--- src/rtl/sha1s_pkg.sv ---
// ----------------------------------------------------------------------------
// sha1s_pkg
// shared types and constants of the streaming sha-1 hasher
// ----------------------------------------------------------------------------
package sha1s_pkg;

    typedef logic [31:0]      t_word;
    typedef logic [4:0][31:0] t_hash;

    // input transfer: one message byte and/or end of message
    typedef struct packed {
        logic [7:0] data_byte;
        logic       has_byte;
        logic       is_last;
    } t_in_item;

    // output transfer: one digest word
    typedef struct packed {
        logic [31:0] digest_word;
        logic [2:0]  word_index;
        logic        last_word;
    } t_out_item;

    // control of the round unit
    typedef struct packed {
        logic       load;
        logic       step;
        logic [6:0] round;
    } t_round_ctl;

    // control of the schedule window
    typedef struct packed {
        logic push;
        logic step;
    } t_sched_ctl;

    localparam t_hash SHA1_IV = {
        32'hC3D2E1F0, 32'h10325476, 32'h98BADCFE, 32'hEFCDAB89, 32'h67452301
    };

    localparam t_word SHA1_K0 = 32'h5A827999;
    localparam t_word SHA1_K1 = 32'h6ED9EBA1;
    localparam t_word SHA1_K2 = 32'h8F1BBCDC;
    localparam t_word SHA1_K3 = 32'hCA62C1D6;

    localparam logic [6:0] LAST_ROUND = 7'd79;
    localparam logic [5:0] LEN_POS    = 6'd56;
    localparam logic [7:0] PAD_MARK   = 8'h80;
    localparam logic [2:0] LAST_INDEX = 3'd4;

endpackage

--- src/rtl/sha1s_sched.sv ---
// ----------------------------------------------------------------------------
// sha1s_sched
// 16-word message window: byte packing and rolling round schedule
// ----------------------------------------------------------------------------
module sha1s_sched
    import sha1s_pkg::*;
(
    input  logic       i_clk,
    input  t_sched_ctl i_ctl,
    input  logic [7:0] i_byte,
    output t_word      o_w
);

    logic [15:0][31:0] r_win;
    logic [15:0][31:0] n_win;
    t_word             new_w;

    // w[t+16] from the taps of the window that holds w[t] .. w[t+15]
    assign new_w = r_win[13] ^ r_win[8] ^ r_win[2] ^ r_win[0];
    assign o_w   = r_win[0];

    always_comb begin
        n_win = r_win;
        if (i_ctl.push) begin
            for (int i = 0; i < 15; i++) begin
                n_win[i] = {r_win[i][23:0], r_win[i+1][31:24]};
            end
            n_win[15] = {r_win[15][23:0], i_byte};
        end else if (i_ctl.step) begin
            for (int i = 0; i < 15; i++) begin
                n_win[i] = r_win[i+1];
            end
            n_win[15] = {new_w[30:0], new_w[31]};
        end
    end

    always_ff @(posedge i_clk) begin
        r_win <= n_win;
    end

endmodule

--- src/rtl/sha1s_round.sv ---
// ----------------------------------------------------------------------------
// sha1s_round
// shared sha-1 round unit: one round per stepped cycle on working variables
// ----------------------------------------------------------------------------
module sha1s_round
    import sha1s_pkg::*;
(
    input  logic       i_clk,
    input  t_round_ctl i_ctl,
    input  t_hash      i_hash,
    input  t_word      i_w,
    output t_hash      o_vars
);

    t_word r_a, r_b, r_c, r_d, r_e;
    t_word f, k, tmp;

    always_comb begin
        if (i_ctl.round < 7'd20) begin
            f = (r_b & r_c) | (~r_b & r_d);
            k = SHA1_K0;
        end else if (i_ctl.round < 7'd40) begin
            f = r_b ^ r_c ^ r_d;
            k = SHA1_K1;
        end else if (i_ctl.round < 7'd60) begin
            f = (r_b & r_c) | (r_b & r_d) | (r_c & r_d);
            k = SHA1_K2;
        end else begin
            f = r_b ^ r_c ^ r_d;
            k = SHA1_K3;
        end
    end

    assign tmp    = {r_a[26:0], r_a[31:27]} + f + r_e + k + i_w;
    assign o_vars = {r_e, r_d, r_c, r_b, r_a};

    always_ff @(posedge i_clk) begin
        if (i_ctl.load) begin
            r_a <= i_hash[0];
            r_b <= i_hash[1];
            r_c <= i_hash[2];
            r_d <= i_hash[3];
            r_e <= i_hash[4];
        end else if (i_ctl.step) begin
            r_e <= r_d;
            r_d <= r_c;
            r_c <= {r_b[1:0], r_b[31:2]};
            r_b <= r_a;
            r_a <= tmp;
        end
    end

endmodule

--- src/rtl/sha1_stream_hasher_unit.sv ---
// ----------------------------------------------------------------------------
// sha1_stream_hasher_unit
// streaming sha-1: bytes in, five digest words out per message
// ----------------------------------------------------------------------------
// usage:
//   input channel (i_in_valid / o_in_ready / i_in_data) takes one transfer
//   per byte; has_byte marks a real byte, is_last ends the message (a last
//   transfer without a byte is allowed, so an empty message can be hashed).
//   output channel (o_out_valid / i_out_ready / o_out_data) gives the five
//   digest words, word_index 0 (most significant) first, last_word on 4.
// flow:
//   a byte that fills the 64-byte block goes through the push, 80 rounds
//   on the single shared round unit and the hash update.
//   the last transfer then feeds padding bytes through the same byte path,
//   one per cycle, runs one or two more compressions and presents the
//   digest.
//   o_in_ready is high only while the block waits for input.
// stall: the digest words stay on the port until each transfer happens.
// reset: initial vector loaded, byte and bit counts cleared, no output.
// ----------------------------------------------------------------------------
module sha1_stream_hasher_unit
    import sha1s_pkg::*;
(
    input  logic      i_clk,
    input  logic      i_rst_n,
    input  logic      i_in_valid,
    output logic      o_in_ready,
    input  t_in_item  i_in_data,
    output logic      o_out_valid,
    input  logic      i_out_ready,
    output t_out_item o_out_data
);

    typedef enum logic [2:0] {
        S_IDLE,
        S_PAD,
        S_COMP,
        S_FINAL,
        S_OUT
    } t_state;

    // padding phases: marker byte, zero fill, 64-bit length
    typedef enum logic [1:0] {
        PAD_MARKER,
        PAD_ZERO,
        PAD_LEN
    } t_pad;

    t_state      r_state,  n_state;
    t_pad        r_pad,    n_pad;
    logic        r_ending, n_ending;
    logic [5:0]  r_cnt,    n_cnt;
    logic [63:0] r_bits,   n_bits;
    logic [6:0]  r_round,  n_round;
    t_hash       r_hash,   n_hash;
    logic        r_ovalid, n_ovalid;
    t_out_item   r_odata,  n_odata;

    t_sched_ctl  sched_ctl;
    t_round_ctl  round_ctl;
    logic [7:0]  push_byte;
    logic [7:0]  pad_byte;
    logic [7:0]  len_byte;
    logic [2:0]  next_idx;
    t_word       sched_w;
    t_hash       vars;
    logic        in_xfer;
    logic        out_xfer;

    assign in_xfer  = i_in_valid && o_in_ready;
    assign out_xfer = r_ovalid && i_out_ready;
    assign next_idx = r_odata.word_index + 3'd1;

    // length bytes go out big-endian, byte 56 of the block is the top byte
    assign len_byte = r_bits[{~r_cnt[2:0], 3'b000} +: 8];

    always_comb begin
        unique case (r_pad)
            PAD_MARKER: pad_byte = PAD_MARK;
            PAD_ZERO:   pad_byte = (r_cnt == LEN_POS) ? len_byte : 8'h00;
            PAD_LEN:    pad_byte = len_byte;
            default:    pad_byte = 8'h00;
        endcase
    end

    assign push_byte = (r_state == S_IDLE) ? i_in_data.data_byte : pad_byte;

    sha1s_sched u_sched (
        .i_clk  (i_clk),
        .i_ctl  (sched_ctl),
        .i_byte (push_byte),
        .o_w    (sched_w)
    );

    sha1s_round u_round (
        .i_clk  (i_clk),
        .i_ctl  (round_ctl),
        .i_hash (r_hash),
        .i_w    (sched_w),
        .o_vars (vars)
    );

    always_comb begin
        n_state   = r_state;
        n_pad     = r_pad;
        n_ending  = r_ending;
        n_cnt     = r_cnt;
        n_bits    = r_bits;
        n_round   = r_round;
        n_hash    = r_hash;
        n_ovalid  = r_ovalid;
        n_odata   = r_odata;
        sched_ctl = '0;
        round_ctl = '{load: 1'b0, step: 1'b0, round: r_round};

        unique case (r_state)
            S_IDLE: begin
                if (in_xfer) begin
                    n_ending = i_in_data.is_last;
                    n_pad    = PAD_MARKER;
                    if (i_in_data.has_byte) begin
                        sched_ctl.push = 1'b1;
                        n_bits         = r_bits + 64'd8;
                        n_cnt          = r_cnt + 6'd1;
                    end
                    if (i_in_data.has_byte && (&r_cnt)) begin
                        // block full: start the compression
                        round_ctl.load = 1'b1;
                        n_state        = S_COMP;
                    end else if (i_in_data.is_last) begin
                        n_state = S_PAD;
                    end
                end
            end
            S_PAD: begin
                sched_ctl.push = 1'b1;
                n_cnt          = r_cnt + 6'd1;
                if (r_pad == PAD_MARKER) begin
                    n_pad = PAD_ZERO;
                end else if (r_pad == PAD_ZERO && r_cnt == LEN_POS) begin
                    n_pad = PAD_LEN;
                end
                if (&r_cnt) begin
                    round_ctl.load = 1'b1;
                    n_state        = S_COMP;
                end
            end
            S_COMP: begin
                sched_ctl.step = 1'b1;
                round_ctl.step = 1'b1;
                if (r_round == LAST_ROUND) begin
                    n_round = '0;
                    n_state = S_FINAL;
                end else begin
                    n_round = r_round + 7'd1;
                end
            end
            S_FINAL: begin
                for (int i = 0; i < 5; i++) begin
                    n_hash[i] = r_hash[i] + vars[i];
                end
                if (!r_ending) begin
                    n_state = S_IDLE;
                end else if (r_pad == PAD_LEN) begin
                    // length went into this block: digest is complete
                    n_state  = S_OUT;
                    n_ovalid = 1'b1;
                    n_odata  = '{digest_word: n_hash[0], word_index: '0,
                                 last_word: 1'b0};
                end else begin
                    n_state = S_PAD;
                end
            end
            S_OUT: begin
                if (out_xfer) begin
                    if (r_odata.word_index == LAST_INDEX) begin
                        // message done: fresh state for the next one
                        n_ovalid = 1'b0;
                        n_hash   = SHA1_IV;
                        n_bits   = '0;
                        n_cnt    = '0;
                        n_ending = 1'b0;
                        n_state  = S_IDLE;
                    end else begin
                        n_odata = '{digest_word: r_hash[next_idx],
                                    word_index: next_idx,
                                    last_word: (next_idx == LAST_INDEX)};
                    end
                end
            end
            default: begin
                n_state = S_IDLE;
            end
        endcase
    end

    always_ff @(posedge i_clk) begin
        if (!i_rst_n) begin
            r_state  <= S_IDLE;
            r_pad    <= PAD_MARKER;
            r_ending <= 1'b0;
            r_cnt    <= '0;
            r_bits   <= '0;
            r_round  <= '0;
            r_hash   <= SHA1_IV;
            r_ovalid <= 1'b0;
        end else begin
            r_state  <= n_state;
            r_pad    <= n_pad;
            r_ending <= n_ending;
            r_cnt    <= n_cnt;
            r_bits   <= n_bits;
            r_round  <= n_round;
            r_hash   <= n_hash;
            r_ovalid <= n_ovalid;
        end
        r_odata <= n_odata;
    end

    assign o_in_ready  = (r_state == S_IDLE);
    assign o_out_valid = r_ovalid;
    assign o_out_data  = r_odata;

endmodule

--- config.mk ---
export PLATFORM = sky130hd
export DESIGN_NAME = sha1_stream_hasher_unit
export DESIGN_NICKNAME = d
export VERILOG_FILES = /design/src/rtl/sha1s_pkg.sv /design/src/rtl/sha1s_sched.sv /design/src/rtl/sha1s_round.sv /design/src/rtl/sha1_stream_hasher_unit.sv
export SDC_FILE = /design/constraint.sdc
export NUM_CORES = 2
export LEC_CHECK = 0
export BUFFER_PORTS_ARGS = -buffer_cell sky130_fd_sc_hd__buf_2
export CORE_MARGIN = 1
export CORE_UTILIZATION = 30
export DETAILED_ROUTE_END_ITERATION = 16
export SLEW_MARGIN = 20
export SYNTH_ARGS = -nofsm -noshare
export SYNTH_HDL_FRONTEND = slang
export SYNTH_SLANG_ARGS = --single-unit
export TNS_END_PERCENT = 30
--- constraint.sdc ---
create_clock -name i_clk -period 24.3 [get_ports i_clk]
set_input_delay 4.86 -clock i_clk [delete_from_list [all_inputs] [get_ports i_clk]]
set_output_delay 4.86 -clock i_clk [all_outputs]
set_load 0.05 [all_outputs]
==> impl.org <==
** Global routing
- The first global-routing pass estimated 231.8 mm of wire.
- Grt ovf :: 0
- Antenna violations before repair :: 1
- Vias in the first global route :: 38,790
- GRT Resource Usage Total :: 0.1652
- Largest net degree at the start of global routing :: 189

** Flow run
- Across the run, the number of max-cap violations was 0.

** Yosys
- For this run, the number of Yosys warnings is 0.
- The biggest area contributor in the post-synthesis netlist is sky130_fd_sc_hd__edfxtp_1.
- For this run, the register share of the synthesized area comes to 0.4894.
- FFs w/ async S/R, synth :: 0
- Post-synth design cell area :: 53,300 µm²
- After synthesis, the most frequently instantiated cells are sky130_fd_sc_hd__nand2_1 (2,024), sky130_fd_sc_hd__edfxtp_1 (708), sky130_fd_sc_hd__nor2_1 (307), sky130_fd_sc_hd__a21oi_1 (245), sky130_fd_sc_hd__dfxtp_1 (241).
- Synthesized netlist cell count :: 5,678
- Counting flops with a built-in enable in the synthesized netlist gives 708.
- Synth top area share :: 0.3989
- Predominant post-synthesis flop cell :: sky130_fd_sc_hd__edfxtp_1
- Synthesis instantiated 84 different standard cells from the library.
- Synth top area cells :: sky130_fd_sc_hd__edfxtp_1 (40%), sky130_fd_sc_hd__nand2_1 (14%), sky130_fd_sc_hd__dfxtp_1 (9.1%)
- Syn avg cell area :: 9.386 µm²
- Synthesis inferred 949 register bits.
- In the post-synthesis netlist, the cell with the most instances is sky130_fd_sc_hd__nand2_1.
- Synthesized net count :: 6,018

** Timing
- Highest clock frequency the design can meet :: 115.2 MHz
- Final worst path period need :: 8.680 ns
- At the pin with the least slew margin, the transition time is 1.213 ns.
- The worst pin sits at a relative slew slack of 0.1916.
- Setup violations remaining at the end of the flow were counted as 0.
- Across the routed clock network, the largest skew measured is 0.05392 ns.
- Max-slew violation count :: 0
- Dividing the final minimum period by the clock period gives 0.3572.
- Setup repair after global routing left no endpoint under its margin.
- Final hold viol count :: 0
- Post-route setup TNS :: 0 ns

** Worst setup path
- The worst setup path is launched from an input pin.
- The critical path is of the input pin to flip-flop type.
- Largest driver fanout on the critical path :: 75
- The worst setup path is captured at a flip-flop.
- Data arrives at the worst endpoint at 9.01 ns.
- Register-to-register setup slack :: 16.56 ns
- Critical Path RT :: 24.63 ns

** Layout
- Fill cells in the final layout number 17,910.
- At the end of the flow, the number of nets in the layout was 5,976.
- In the final layout, the share of cells above drive strength 1 is 0.06257.
- Area taken by multi-input logic gates :: 25,520 µm²
- Number of cells in the finished layout apart from fillers :: 8,063
- Synthesis-to-finish area growth :: 11.76%
- Area used by sequential logic in the layout :: 26,090 µm²

** Placed design
- The congestion estimate from routability-driven global placement came to 0.9082.
- Detailed placer's ending HPWL :: 103.6 mm
- The count of buffers added on input and output ports is 51.
- Placed Instances :: 7,872

** Clock network
- The clock drives 949 sinks.
- The clock passes through at most 3 buffers.
- Number of buffers created by CTS :: 102
- Hold-fix buffers at CTS :: 0
- H-tree depth :: 3
- Insertion delay of the later-clocked pin in the worst-skew pair :: 0.75 ns
- TritonCTS clock tree :: yes
- Number of buffers inserted to repair setup after CTS :: 0
- CTS placed an instance of sky130_fd_sc_hd__clkbuf_16 at the clock tree root.
- Post-cts gate resize count :: 0
- Clock-pin slew was measured on the worst setup and hold paths at 0.06 ns.

** Pwr
- Peak supply drop :: 58.50 µV
- Overall power after layout :: 4184 µW
- For this design the ratio of total power to cell area is 70.25 nW/µm².
- In this run the static leakage power is 0.02440 µW.

** Die
- The total area inside the core boundary comes to 176,300 µm².
- Number of top-level design ports :: 52
- For this configuration, the core starts out at a cell density of 0.3023.
- The floorplan has 154 rows.
- Overall die area :: 179,300 µm²
- Die span in y :: 423.5 µm
- Die X-Extent :: 423.5 µm

** Drt
- The first detailed-routing pass ran for 11 iterations.
- Dividing the detail-routed wire length by the instance count gives 18.80 µm.
- Via count :: 40,770
- Wire length reported by the detailed router :: 151.6 mm
- Dividing the detail-routed via count by the number of cells gives 5.057.
- Iteration-0 DRC count of the detailed router :: 4,300
- After detailed routing, the number of remaining DRC violations is 8.
- Number of nets with antenna violations after detailed routing :: 0

** Outcome
- The final reports fail on design-rule violations.
- The run finished, with violations left.

** Hold path
- The path class of the tightest hold or removal check is flip-flop to flip-flop.
-- path summary, 6_finish.rpt --
check / startpoint / to / depth (start not counted)
hold reg to reg: r_round[1]$_SDFFE_PN0P_ / r_round[1]$_SDFFE_PN0P_ / 2
setup / recovery: i_in_valid / u_round.r_e[17]$_DFFE_PP_ / 8
setup reg to reg: r_round[5]$_SDFFE_PN0P_ / u_round.r_a[30]$_DFFE_PP_ / 25
hold / removal: r_round[1]$_SDFFE_PN0P_ / r_round[1]$_SDFFE_PN0P_ / 2
-- power by group --
group,switching [µW],internal (µW)
logic,339,198
registers,82.8,1910
clock network,704,949
total,1130,3060
-- cell families (layout without fill, tap and decap cells) --
kind of cell	after synthesis	count (layout)	share of synthesized area
buf+inv	476	520	0.03357
xor+xnor	320	320	0.05259
mux	87	87	0.02697
other cells	0	1	0
fa+ha+maj	326	326	0.09329
flops	949	949	0.4894
compound gates	905	905	0.1079
simple gates	2615	2615	0.1963
-- worst max-delay path, stage by stage --
cell	delay, ns
sky130_fd_sc_hd__buf_2	0.13
sky130_fd_sc_hd__a21oi_1	0.12
sky130_fd_sc_hd__nor3_2	0.13
sky130_fd_sc_hd__buf_4	0.61
sky130_fd_sc_hd__nand2_4	0.58
sky130_fd_sc_hd__nand2_4	0.74
sky130_fd_sc_hd__buf_4	0.87
sky130_fd_sc_hd__buf_4	0.76
-- registers in the layout, summed over array words and instances, names as in the netlist --
register and count:
u_sched.r_win 480, r_hash 160, r_bits 61, o_out_data 36, u_round.r_a 32, u_round.r_b 32, u_round.r_c 32, u_round.r_d 32
u_round.r_e 32, u_sched.o_w 32, r_round 7, r_cnt 6, r_state 3, r_pad 2, o_out_valid 1, r_ending 1
-- metrics by stage --
stage | utilization | cell area (µm²) | hold slack [ns] | setup WS, ns
3_3_place_gp | 0.3178 | 56040 | 0.4539 | 14.87
5_1_grt | 0.3378 | 59560 | 0.4969 | 15.33
3_5_place_dp | 0.3178 | 56040 | 0.4634 | 14.86
4_1_cts | 0.3378 | 59550 | 0.4721 | 15.62
6_report | 0.3378 | 59560 | 0.4700 | 15.62
2_1_floorplan | - | 53300 | 0.4443 | 6.643
-- cell usage in the layout (no fill, tap or decap), types with 45 or more instances in the layout --
cell type,instances
sky130_fd_sc_hd__a21o_1,94
sky130_fd_sc_hd__xor2_1,105
sky130_fd_sc_hd__xnor2_1,215
sky130_fd_sc_hd__dfxtp_1,241
sky130_fd_sc_hd__nand2_1,2019
sky130_fd_sc_hd__nand3_1,54
sky130_fd_sc_hd__o21ai_0,227
sky130_fd_sc_hd__ha_1,207
sky130_fd_sc_hd__buf_4,48
sky130_fd_sc_hd__a21oi_1,245
sky130_fd_sc_hd__buf_2,51
sky130_fd_sc_hd__nor2_1,303
sky130_fd_sc_hd__inv_1,226
sky130_fd_sc_hd__a22oi_1,51
sky130_fd_sc_hd__mux4_2,45
sky130_fd_sc_hd__clkbuf_16,103
sky130_fd_sc_hd__fa_1,119
sky130_fd_sc_hd__edfxtp_1,708
-- final cells by class --
type	instances	share of cell area
Tap cell	2340	0.04915
Timing Repair Buffer	102	0.01105
Clock inverter	62	0.01336
Inverter	228	0.01437
Antenna cell	1	0.00004201
Multi-Input combinational cell	4253	0.4284
Clock buffer	128	0.04569
Sequential cell	949	0.4379
-- metal layers --
metal | up-vias | wire (µm) | global-route usage
met5 | - | 0 | 0
met4 | 0 | 4527 | 0.05307
met3 | 249 | 11810 | 0.03387
met2 | 1370 | 66820 | 0.2518
met1 | 19840 | 68390 | 0.2327
li1 | 19310 | - | -
Note: power is estimated with default switching activity, not from simulation.
